[src/sv/kji_pkg.sv]
// Shared types, constants and codes for the keyframe joint interpolator.
// No dependencies; kji_ctrl, kji_dp and the top import this package.
package kji_pkg;

	localparam int MAX_KF   = 32;
	localparam int NUM_JNT  = 32;
	localparam int KF_W     = $clog2(MAX_KF);
	localparam int JN_W     = $clog2(NUM_JNT);
	localparam int CNT_W    = 6;
	localparam int TIME_W   = 20;
	localparam int POS_W    = 16;
	localparam int STF_W    = 13;
	localparam int DUR_W    = TIME_W + 1;
	localparam int PROD_W   = POS_W + DUR_W;
	localparam int NUM_W    = PROD_W + 1;
	localparam int QUO_W    = POS_W + 1;
	localparam int DCNT_W   = $clog2(QUO_W);
	localparam int RAM_DEPTH = MAX_KF * NUM_JNT;
	localparam int RAM_AW   = KF_W + JN_W;

	localparam logic [STF_W-1:0] STF_MAX = STF_W'(4096);

	// input op codes
	localparam logic [2:0] OP_LOAD   = 3'd0;
	localparam logic [2:0] OP_START  = 3'd1;
	localparam logic [2:0] OP_BEGIN  = 3'd2;
	localparam logic [2:0] OP_TICK   = 3'd3;
	localparam logic [2:0] OP_CANCEL = 3'd4;

	// result status codes
	localparam logic [2:0] RS_SAMPLE   = 3'd0;
	localparam logic [2:0] RS_FINISHED = 3'd1;
	localparam logic [2:0] RS_CANCELED = 3'd2;
	localparam logic [2:0] RS_IDLE     = 3'd3;
	localparam logic [2:0] RS_MISSING  = 3'd4;

	// input word without op, last field lowest
	typedef struct packed {
		logic                    has_stiffness;
		logic                    has_position;
		logic [STF_W-1:0]        stiffness;
		logic signed [POS_W-1:0] position;
		logic [TIME_W-1:0]       elapsed_ms;
		logic [4:0]              joint_index;
		logic [4:0]              frame_index;
	} in_item_t;

	typedef struct packed {
		logic [STF_W-1:0]        joint_stiffness;
		logic signed [POS_W-1:0] joint_position;
		logic [4:0]              joint_number;
	} out_item_t;

	// one keyframe entry for one joint
	typedef struct packed {
		logic                    pos_ok;
		logic signed [POS_W-1:0] pos;
		logic                    stf_ok;
		logic [STF_W-1:0]        stf;
	} kf_entry_t;

	typedef struct packed {
		logic       clr;
		logic       accept;
		logic       mask_clr;
		logic       scan_clr;
		logic       scan_step;
		logic       first;
		logic       jnt_clr;
		logic       jnt_inc;
		logic       rd_prev;
		logic       cap_nxt;
		logic       chk_eval;
		logic       mul;
		logic       add;
		logic       pre;
		logic       div_step;
		logic       emit_smp;
		logic       emit_res;
		logic [2:0] res_code;
	} kji_cmd_t;

	typedef struct packed {
		logic clr_done;
		logic cnt_zero;
		logic scan_last;
		logic cur_ge;
		logic jnt_last;
		logic jnt_sel;
		logic missing;
		logic div_done;
		logic out_free;
		logic last_sel;
	} kji_stat_t;

endpackage

[src/sv/kji_ctrl.sv]
// Sequencing state machine of the keyframe joint interpolator.
// Depends on kji_pkg; drives kji_dp through command and status structs.
module kji_ctrl
	import kji_pkg::*;
(
	input  logic      clk,
	input  logic      arst_n,
	input  logic      in_valid,
	input  logic [2:0] op,
	output logic      in_ready,
	input  kji_stat_t st,
	output kji_cmd_t  cmd
);

	typedef enum logic [13:0] {
		S_CLR   = 14'b00000000000001,
		S_IDLE  = 14'b00000000000010,
		S_SCAN  = 14'b00000000000100,
		S_C_RDN = 14'b00000000001000,
		S_C_RDP = 14'b00000000010000,
		S_C_EVL = 14'b00000000100000,
		S_P_RDN = 14'b00000001000000,
		S_P_RDP = 14'b00000010000000,
		S_P_MUL = 14'b00000100000000,
		S_P_ADD = 14'b00001000000000,
		S_P_PRE = 14'b00010000000000,
		S_P_DIV = 14'b00100000000000,
		S_P_EMT = 14'b01000000000000,
		S_RES   = 14'b10000000000000
	} state_t;

	state_t     state_q, nxt;
	logic       active_q, act_d;
	logic       first_q, first_d;
	logic [2:0] code_q, code_d;

	always_comb begin
		nxt      = state_q;
		cmd      = '0;
		in_ready = 1'b0;
		act_d    = active_q;
		first_d  = first_q;
		code_d   = code_q;
		case (state_q)
			S_CLR: begin
				cmd.clr = 1'b1;
				if (st.clr_done) begin
					nxt = S_IDLE;
				end
			end
			S_IDLE: begin
				in_ready = 1'b1;
				if (in_valid) begin
					cmd.accept = 1'b1;
					case (op)
						OP_BEGIN: begin
							act_d        = 1'b1;
							first_d      = 1'b1;
							cmd.mask_clr = 1'b1;
						end
						OP_CANCEL: begin
							code_d = active_q ? RS_CANCELED : RS_IDLE;
							act_d  = 1'b0;
							nxt    = S_RES;
						end
						OP_TICK: begin
							if (active_q) begin
								cmd.scan_clr = 1'b1;
								nxt          = S_SCAN;
							end else begin
								code_d = RS_IDLE;
								nxt    = S_RES;
							end
						end
						default: ;
					endcase
				end
			end
			S_SCAN: begin
				cmd.scan_step = 1'b1;
				if (st.cnt_zero || (st.scan_last && st.cur_ge)) begin
					code_d = RS_FINISHED;
					act_d  = 1'b0;
					nxt    = S_RES;
				end else if (st.scan_last) begin
					cmd.jnt_clr = 1'b1;
					nxt         = S_C_RDN;
				end
			end
			S_C_RDN: nxt = S_C_RDP;
			S_C_RDP: begin
				cmd.rd_prev = 1'b1;
				cmd.cap_nxt = 1'b1;
				nxt         = S_C_EVL;
			end
			S_C_EVL: begin
				cmd.chk_eval = 1'b1;
				if (st.jnt_last) begin
					first_d = 1'b0;
					if (st.missing) begin
						code_d = RS_MISSING;
						nxt    = S_RES;
					end else begin
						cmd.jnt_clr = 1'b1;
						nxt         = S_P_RDN;
					end
				end else begin
					cmd.jnt_inc = 1'b1;
					nxt         = S_C_RDN;
				end
			end
			S_P_RDN: begin
				if (st.jnt_sel) begin
					nxt = S_P_RDP;
				end else if (st.jnt_last) begin
					nxt = S_IDLE;
				end else begin
					cmd.jnt_inc = 1'b1;
				end
			end
			S_P_RDP: begin
				cmd.rd_prev = 1'b1;
				cmd.cap_nxt = 1'b1;
				nxt         = S_P_MUL;
			end
			S_P_MUL: begin
				cmd.mul = 1'b1;
				nxt     = S_P_ADD;
			end
			S_P_ADD: begin
				cmd.add = 1'b1;
				nxt     = S_P_PRE;
			end
			S_P_PRE: begin
				cmd.pre = 1'b1;
				nxt     = S_P_DIV;
			end
			S_P_DIV: begin
				cmd.div_step = 1'b1;
				if (st.div_done) begin
					nxt = S_P_EMT;
				end
			end
			S_P_EMT: begin
				if (st.out_free) begin
					cmd.emit_smp = 1'b1;
					if (st.last_sel || st.jnt_last) begin
						nxt = S_IDLE;
					end else begin
						cmd.jnt_inc = 1'b1;
						nxt         = S_P_RDN;
					end
				end
			end
			S_RES: begin
				if (st.out_free) begin
					cmd.emit_res = 1'b1;
					nxt          = S_IDLE;
				end
			end
			default: nxt = S_IDLE;
		endcase
		cmd.first    = first_q;
		cmd.res_code = code_q;
	end

	always_ff @(posedge clk or negedge arst_n) begin
		if (!arst_n) begin
			state_q  <= S_CLR;
			active_q <= 1'b0;
			first_q  <= 1'b0;
			code_q   <= RS_IDLE;
		end else begin
			state_q  <= nxt;
			active_q <= act_d;
			first_q  <= first_d;
			code_q   <= code_d;
		end
	end

`ifndef SYNTHESIS
	// a sample flagged last ends the tick
	a_last_ends: assert property (@(posedge clk) disable iff (!arst_n)
		(cmd.emit_smp && st.last_sel) |=> (state_q == S_IDLE))
		else $error("tick continued after final sample");
	// inputs are never taken during the clearing pass
	a_clr_blocks: assert property (@(posedge clk) disable iff (!arst_n)
		(state_q == S_CLR) |-> !cmd.accept)
		else $error("item accepted during clearing pass");
	// a finished or cancelled result leaves the motion inactive
	a_res_idle: assert property (@(posedge clk) disable iff (!arst_n)
		(cmd.emit_res && (code_q == RS_FINISHED || code_q == RS_CANCELED)) |-> !active_q)
		else $error("motion still active after end result");
`endif

endmodule

[config.mk]
export PLATFORM = sky130hd
export DESIGN_NAME = kji_ctrl
export DESIGN_NICKNAME = d
export VERILOG_FILES = /design/src/sv/kji_pkg.sv /design/src/sv/kji_ctrl.sv
export SDC_FILE = /design/constraint.sdc
export NUM_CORES = 1
export LEC_CHECK = 0
export ABC_CLOCK_PERIOD_IN_PS = 3000
export BUFFER_PORTS_ARGS = -buffer_cell sky130_fd_sc_hd__buf_2
export CORE_UTILIZATION = 40
export DETAILED_ROUTE_END_ITERATION = 16
export PLACE_DENSITY = 0.71
export SLEW_MARGIN = 20
export SYNTH_ARGS = -nofsm -noshare
export SYNTH_HDL_FRONTEND = slang
export SYNTH_SLANG_ARGS = --single-unit
[constraint.sdc]
create_clock -name clk -period 3 [get_ports clk]
set_input_delay 0.3 -clock clk [delete_from_list [all_inputs] [get_ports clk]]
set_output_delay 0.3 -clock clk [all_outputs]
set_load 0.03 [all_outputs]
==> metrics.txt, run 1 <==
warnings from Yosys=0; Sink Count=19; First-pass DRT Iterations=4; placer congestion estimate=0.867; post-place instance area=0.00162 mm²; Synth Register Bits=19; first-pass GRT wire length=5.67 mm; Non-Filler Instances=232; post-CTS sizing=0; Core Area=0.00342 mm²; Reg clk slew, reported paths=120 ps; Tot Pwr=907 µW; Final Skew=3.66 ps; initial antenna violation count=0; diode count=0; pre-CTS setup slack=659 ps; CTS tree=built; Netlist Area Pre-Place=0.00147 mm²; die height=62.5 µm; CP Capture Type=primary output; status=completed; DIE WIDTH=62.5 µm; setup bufs post-CTS=0; post-route clock period utilization=0.903; Post-synth top flop=dfrtp_1; worst path bufs/invs=1; layout cell share with drive strength beyond 1=0.317; CTS Buffer Depth=2; grt total ovfl=0; crit path time final=2710 ps; Async SR Flop Fraction=1.00; final setup fails=0; Skew-Pair Late Insertion Delay=310 ps; Site Rows=21; CTS Buf Count=3; f_max=369 MHz; via count=1357; PD cells=548 mW/mm²; Total Routing Usage GR=0.181; final WL=3.39 mm; Hold Fails Final Rpt=0; Relative slew margins=0.593; number of synthesized flops with an enable pin=0; DP HPWL=2.59 mm; Critical Path Start Type=flip-flop; max-slew violations=0; number of I/O pins=37; die area=0.00391 mm²; DR iter-0 viols=93; count leader, synth=dfrtp_1; Synth top area share=0.273; crit-path max cell delay=520 ps; Syn Nets=173; RSZ-0062 raised after global routing=false; largest cells by area after synthesis=dfrtp_1, dfstp_2, nor4_4; slowest CP cell=dfrtp_1; root buffer cell=clkbuf_4; fin area=0.00166 mm²; maxcap violations=0; Buffers on Ports=36; critical path class=reg -> out; Worst Tran Pin Value=606 ps; Post-DRT Antenna Nets=0; peak supply drop=0.373 mV; CP Cell Sequence=nor4_4, nand3_1, a2111oi_4, nand2_1, o21ai_0, buf_2; top cells by count, synth=dfrtp_1, nor2_1, nand2_1, o21ai_0; vias in the first global route=1200; Seq/Total Area, Yosys=0.327; Critical Path RT=2700 ps; largest net degree at the start of global routing=20; CP Data Arrival Time=2410 ps; area leader, netlist=dfrtp_1; Synth Instances=157; Initial Util=0.429; mean routed wirelength per cell=14.6 µm; fin worst setup slack=292 ps; Final TNS setup=0 ps; critical path peak fanout=10; fin nets=203; drc violations=0; Layout area overhead=13.1%; hold crit path type=in -> reg; synthesized area per cell=9.33 µm²; H-tree levels=1; leak pwr=0.000753 µW; Distinct cells, synth=54; Placed Cells=227; drt via density=5.85; Worst path top cell family by delay=simple AND/OR/NAND/NOR gates
## timing repair
item / in CTS / in global routing
endpoints found under the setup margin: 0 / 0
hold buffers: 1 / 0
endpoints found under the hold margin: 16 / 0
## worst reg2reg max path, cell delays in order, from the launching register on
cell,delay (ps)
dfrtp_1,520
nor4_4,430
nand3_1,320
a2111oi_4,440
nand4bb_2,250
mux2_1,340
## area by class of cell
class | count | area [µm²]
timing repair buffer | 37 | 190
inverter | 3 | 11.3
sequential | 19 | 479
fill | 353 | 1760
tap | 46 | 57.6
clock inverter | 1 | 5.00
clock buffer | 3 | 22.5
multi-input combinational | 123 | 891
## routing by layer
layer  GRT usage  vias to the layer above  wire, µm  part of all wire
li1            -                      650         -                 -
met1       0.249                      655      1550              0.46
met2       0.295                       48      1560              0.46
met3      0.0420                        4       244             0.072
met4      0.0262                        0        25            0.0074
met5           0                        -         0                 0
## metrics by stage
| step | hold slack, ps | util |
|---|---|---|
| after CTS | 124 | 0.485 |
| after global routing | 110 | 0.485 |
| after global placement | 269 | 0.474 |
| after floorplan | 4.41 | - |
| after detailed placement | 273 | 0.474 |
| final | 117 | 0.485 |
## power breakdown
part           switching [µW]  internal (µW)  total (µW)
clock network            89.0           49.9         139
logic                     271            170         441
registers                34.9            292         327
total                     395            512         907
## worst paths after layout
check,from,endpoint,slack [ps],cells after the start
min in group asynchronous,arst_n,state_q[4],440,2
worst min register to register,first_q,first_q,500,1
max in group asynchronous,arst_n,code_q[0],2220,2
worst min-delay path,st[9],state_q[0],120,2
worst max-delay path,state_q[5],cmd[13],290,6
worst max register to register,state_q[5],code_q[0],630,5
## placed cells by master (no fill, tap or decap), drive strengths merged, types with 2 or more instances in the layout
cell and instances:
mux2 2, o21ai 10, nor2b 6, nor2 13, dfstp 3, clkbuf 3, xor2 4, nand3b 2
nor4b 6, and2b 2, nand2b 5, or4 6, and3 3, or4b 3, a21o 2, dfrtp 16
buf 36, or2 2, nand2 9, and2 3, inv 3, nand4 2, nor4 11, a21oi 2
nor3 8, a32o 2, a22o 2
## sequential cells by signal, summed over array words and instances, names as in the netlist
| register | flops |
|---|---|
| state_q | 14 |
| code_q | 3 |
| active_q | 1 |
| first_q | 1 |
## logic make-up (layout without fill, tap and decap cells)
logic type / after synthesis / in the layout / synth area share
AOI/OAI and AO/OA: 29 / 29 / 0.149
muxes: 2 / 2 / 0.0154
xor gates and xnor gates: 4 / 4 / 0.0239
and+or+nand+nor: 88 / 88 / 0.419
buffers and inverters: 15 / 44 / 0.0649
DFF: 19 / 19 / 0.327
(Power assumes the default switching activity.)
==> inputs of run 2 (changes only) <==
--- a/config.mk
+++ b/config.mk
@@ -5,11 +5,11 @@
 export SDC_FILE = /design/constraint.sdc
 export NUM_CORES = 1
 export LEC_CHECK = 0
-export ABC_CLOCK_PERIOD_IN_PS = 3000
+export ABC_CLOCK_PERIOD_IN_PS = 2200
 export BUFFER_PORTS_ARGS = -buffer_cell sky130_fd_sc_hd__buf_2
 export CORE_UTILIZATION = 40
 export DETAILED_ROUTE_END_ITERATION = 16
-export PLACE_DENSITY = 0.71
+export PLACE_DENSITY = 0.73
 export SLEW_MARGIN = 20
 export SYNTH_ARGS = -nofsm -noshare
 export SYNTH_HDL_FRONTEND = slang
==> constraint.sdc (replaced) <==
create_clock -name clk -period 2.2 [get_ports clk]
set_input_delay 0.22 -clock clk [delete_from_list [all_inputs] [get_ports clk]]
set_output_delay 0.22 -clock clk [all_outputs]
set_load 0.03 [all_outputs]
==> metrics.txt, run 2 (same netlist as run 1, synthesis figures left out) <==
CP Data Arrival Time=2160 ps (was 2410 ps); fin nets=249 (was 203); Worst Hold Endpoint=state_q[0] (unchanged); status=complete, but fails checks (was completed); Storage cell area=488 µm² (was 479 µm²); root buffer cell=clkbuf_4 (unchanged); grt total ovfl=0 (unchanged); placer congestion estimate=0.987 (was 0.867); Post-DRT Antenna Nets=0 (unchanged); final setup fails=13 (was 0); CP Capture Type=primary output (unchanged); DP HPWL=3.12 mm (was 2.59 mm); die area=0.00391 mm² (unchanged); DIE WIDTH=62.5 µm (unchanged); Core Area=0.00342 mm² (unchanged); CTS Buf Count=3 (unchanged); Hold Startpoint=st[9] (unchanged); met3 usage=0.0401 (was 0.0420); critical path class=reg -> out (unchanged); first-pass GRT wire length=7.38 mm (was 5.67 mm); Critical Path Start Type=flip-flop (unchanged); number of I/O pins=37 (unchanged); RSZ-0062 raised after global routing=true (was false); R2R Path Start=state_q[9] (was state_q[5]); mean routed wirelength per cell=18.1 µm (was 14.6 µm); CTS tree=built (unchanged); failing checks=setup timing; hold crit path type=in -> reg (unchanged); post-route clock period utilization=1.08; drt via density=5.94 (was 5.85); vias in the first global route=1586 (was 1200); peak supply drop=0.545 mV (was 0.373 mV); Biggest register=state_q (unchanged); critical path peak fanout=6 (was 10); H-tree levels=1 (unchanged); largest net degree at the start of global routing=20 (unchanged); flop-to-flop setup slack=-140 ps (was 630 ps); Sink Count=19 (unchanged); fin worst setup slack=-178 ps (was 292 ps); Critical Path RT=1980 ps (was 2700 ps); area of the multi-input gates=0.00108 mm² (was 891 µm²); met2 Track Usage GR=0.442 (was 0.295); Hold Path Depth=2 (unchanged); Site Rows=21 (unchanged); met1 GRT Util=0.263 (was 0.249); most frequent cells in the layout=buf_4, buf_2, nor2_1, dfrtp_1 (was buf_2, dfrtp_1, nor2_1, nand2_1, o21ai_0); busiest grt layer=met2 (unchanged); maxcap violations=0 (unchanged); PD cells=758 mW/mm² (was 548 mW/mm²); drc violations=0 (unchanged); crit path time final=2380 ps; layout cell share with drive strength beyond 1=0.582 (was 0.317); most common cell after layout, fill and taps aside=buf_4 (was buf_2); DR iter-0 viols=101 (was 93); initial antenna violation count=0 (unchanged); f_max=421 MHz; Final Skew=4.51 ps (was 3.66 ps); diode count=0 (unchanged); pre-CTS setup slack=40.0 ps (was 659 ps); Top Registers=state_q x14, code_q x3 (unchanged); die height=62.5 µm (unchanged); Skew-Pair Late Insertion Delay=300 ps (was 310 ps); fin util=0.662 (was 0.485); Hold Fails Final Rpt=0 (unchanged); Reg clk slew, reported paths=120 ps (about the same); Relative slew margins=0.621 (was 0.593); leak pwr=0.00101 µW (was 0.000753 µW); Tot Pwr=1710 µW (was 907 µW); via count=1650 (was 1357); Buffers on Ports=36 (unchanged); Worst Tran Pin Value=569 ps (was 606 ps); Initial Util=0.429 (unchanged); fillcell total=272 (was 353); Crit Reg-Reg Endpoint=code_q[0] (unchanged); CTS Buffer Depth=2 (unchanged); flip-flop count of the largest register after layout=14 (unchanged); r2r worst-path depth=7 (was 5); max-slew violations=0 (unchanged); final WL=5.03 mm (was 3.39 mm); Layout area overhead=54.3% (was 13.1%); Total Routing Usage GR=0.241 (was 0.181); First-pass DRT Iterations=5 (was 4)
-- run 2: metal layers --
metal,routed length (µm),vias to the layer above,part of all wire
li1,-,739,-
met1,1870,801,0.37
met2,2650,86,0.53
met3,305,24,0.061
met4,202,0,0.040
met5,0,-,0
-- run 2: worst max-delay path by stage --
stage | startpoint | endpoint
after global routing | state_q[6] | cmd[13]
final | state_q[9] | cmd[16]
after global placement | state_q[10] | code_q[1]
after detailed placement | state_q[3] | code_q[0]
after CTS | state_q[4] | cmd[13]
after floorplan | state_q[9] | code_q[0]
-- run 2: what timing repair did --
action,in CTS,in global routing
setup buffers,22,7
endpoints found under the hold margin,16,0
pin swaps,12,10
setup endpoints to repair,15,22
gates resized for setup,31,27
hold buffers,1,0
-- run 2: critical path, cell delays in order (launching register included) --
cell and delay, ps:
dfrtp_1 440, or4_4 640, nor4_4 370, and3_4 270, buf_6 130
-- run 2: cell type report --
cell class,count,share of cell area
inverter,3,0.00498
sequential,19,0.216
timing repair buffer,83,0.263
tap,46,0.0255
multi-input combinational,123,0.479
clock buffer,4,0.0116
-- run 2: power by group --
group	switching (µW)	internal, µW	leakage (µW)	total [µW]
sequential	39.3	399	0.000235	438
combinational	577	512	0.000761	1090
clock	117	70.7	0.0000150	188
total	733	982	0.00101	1710
-- run 2: per-stage QoR --
stage	instances	TNS, ps	instance area (µm²)	hold slack (ps)
floorplan	157	-1010	1530	-75.6
global placement	244	0	1800	194
detailed placement	244	0	1800	199
CTS	271	-561	2090	41.3
global route	278	-1830	2260	38.6
finish	278	-1090	2260	38.5
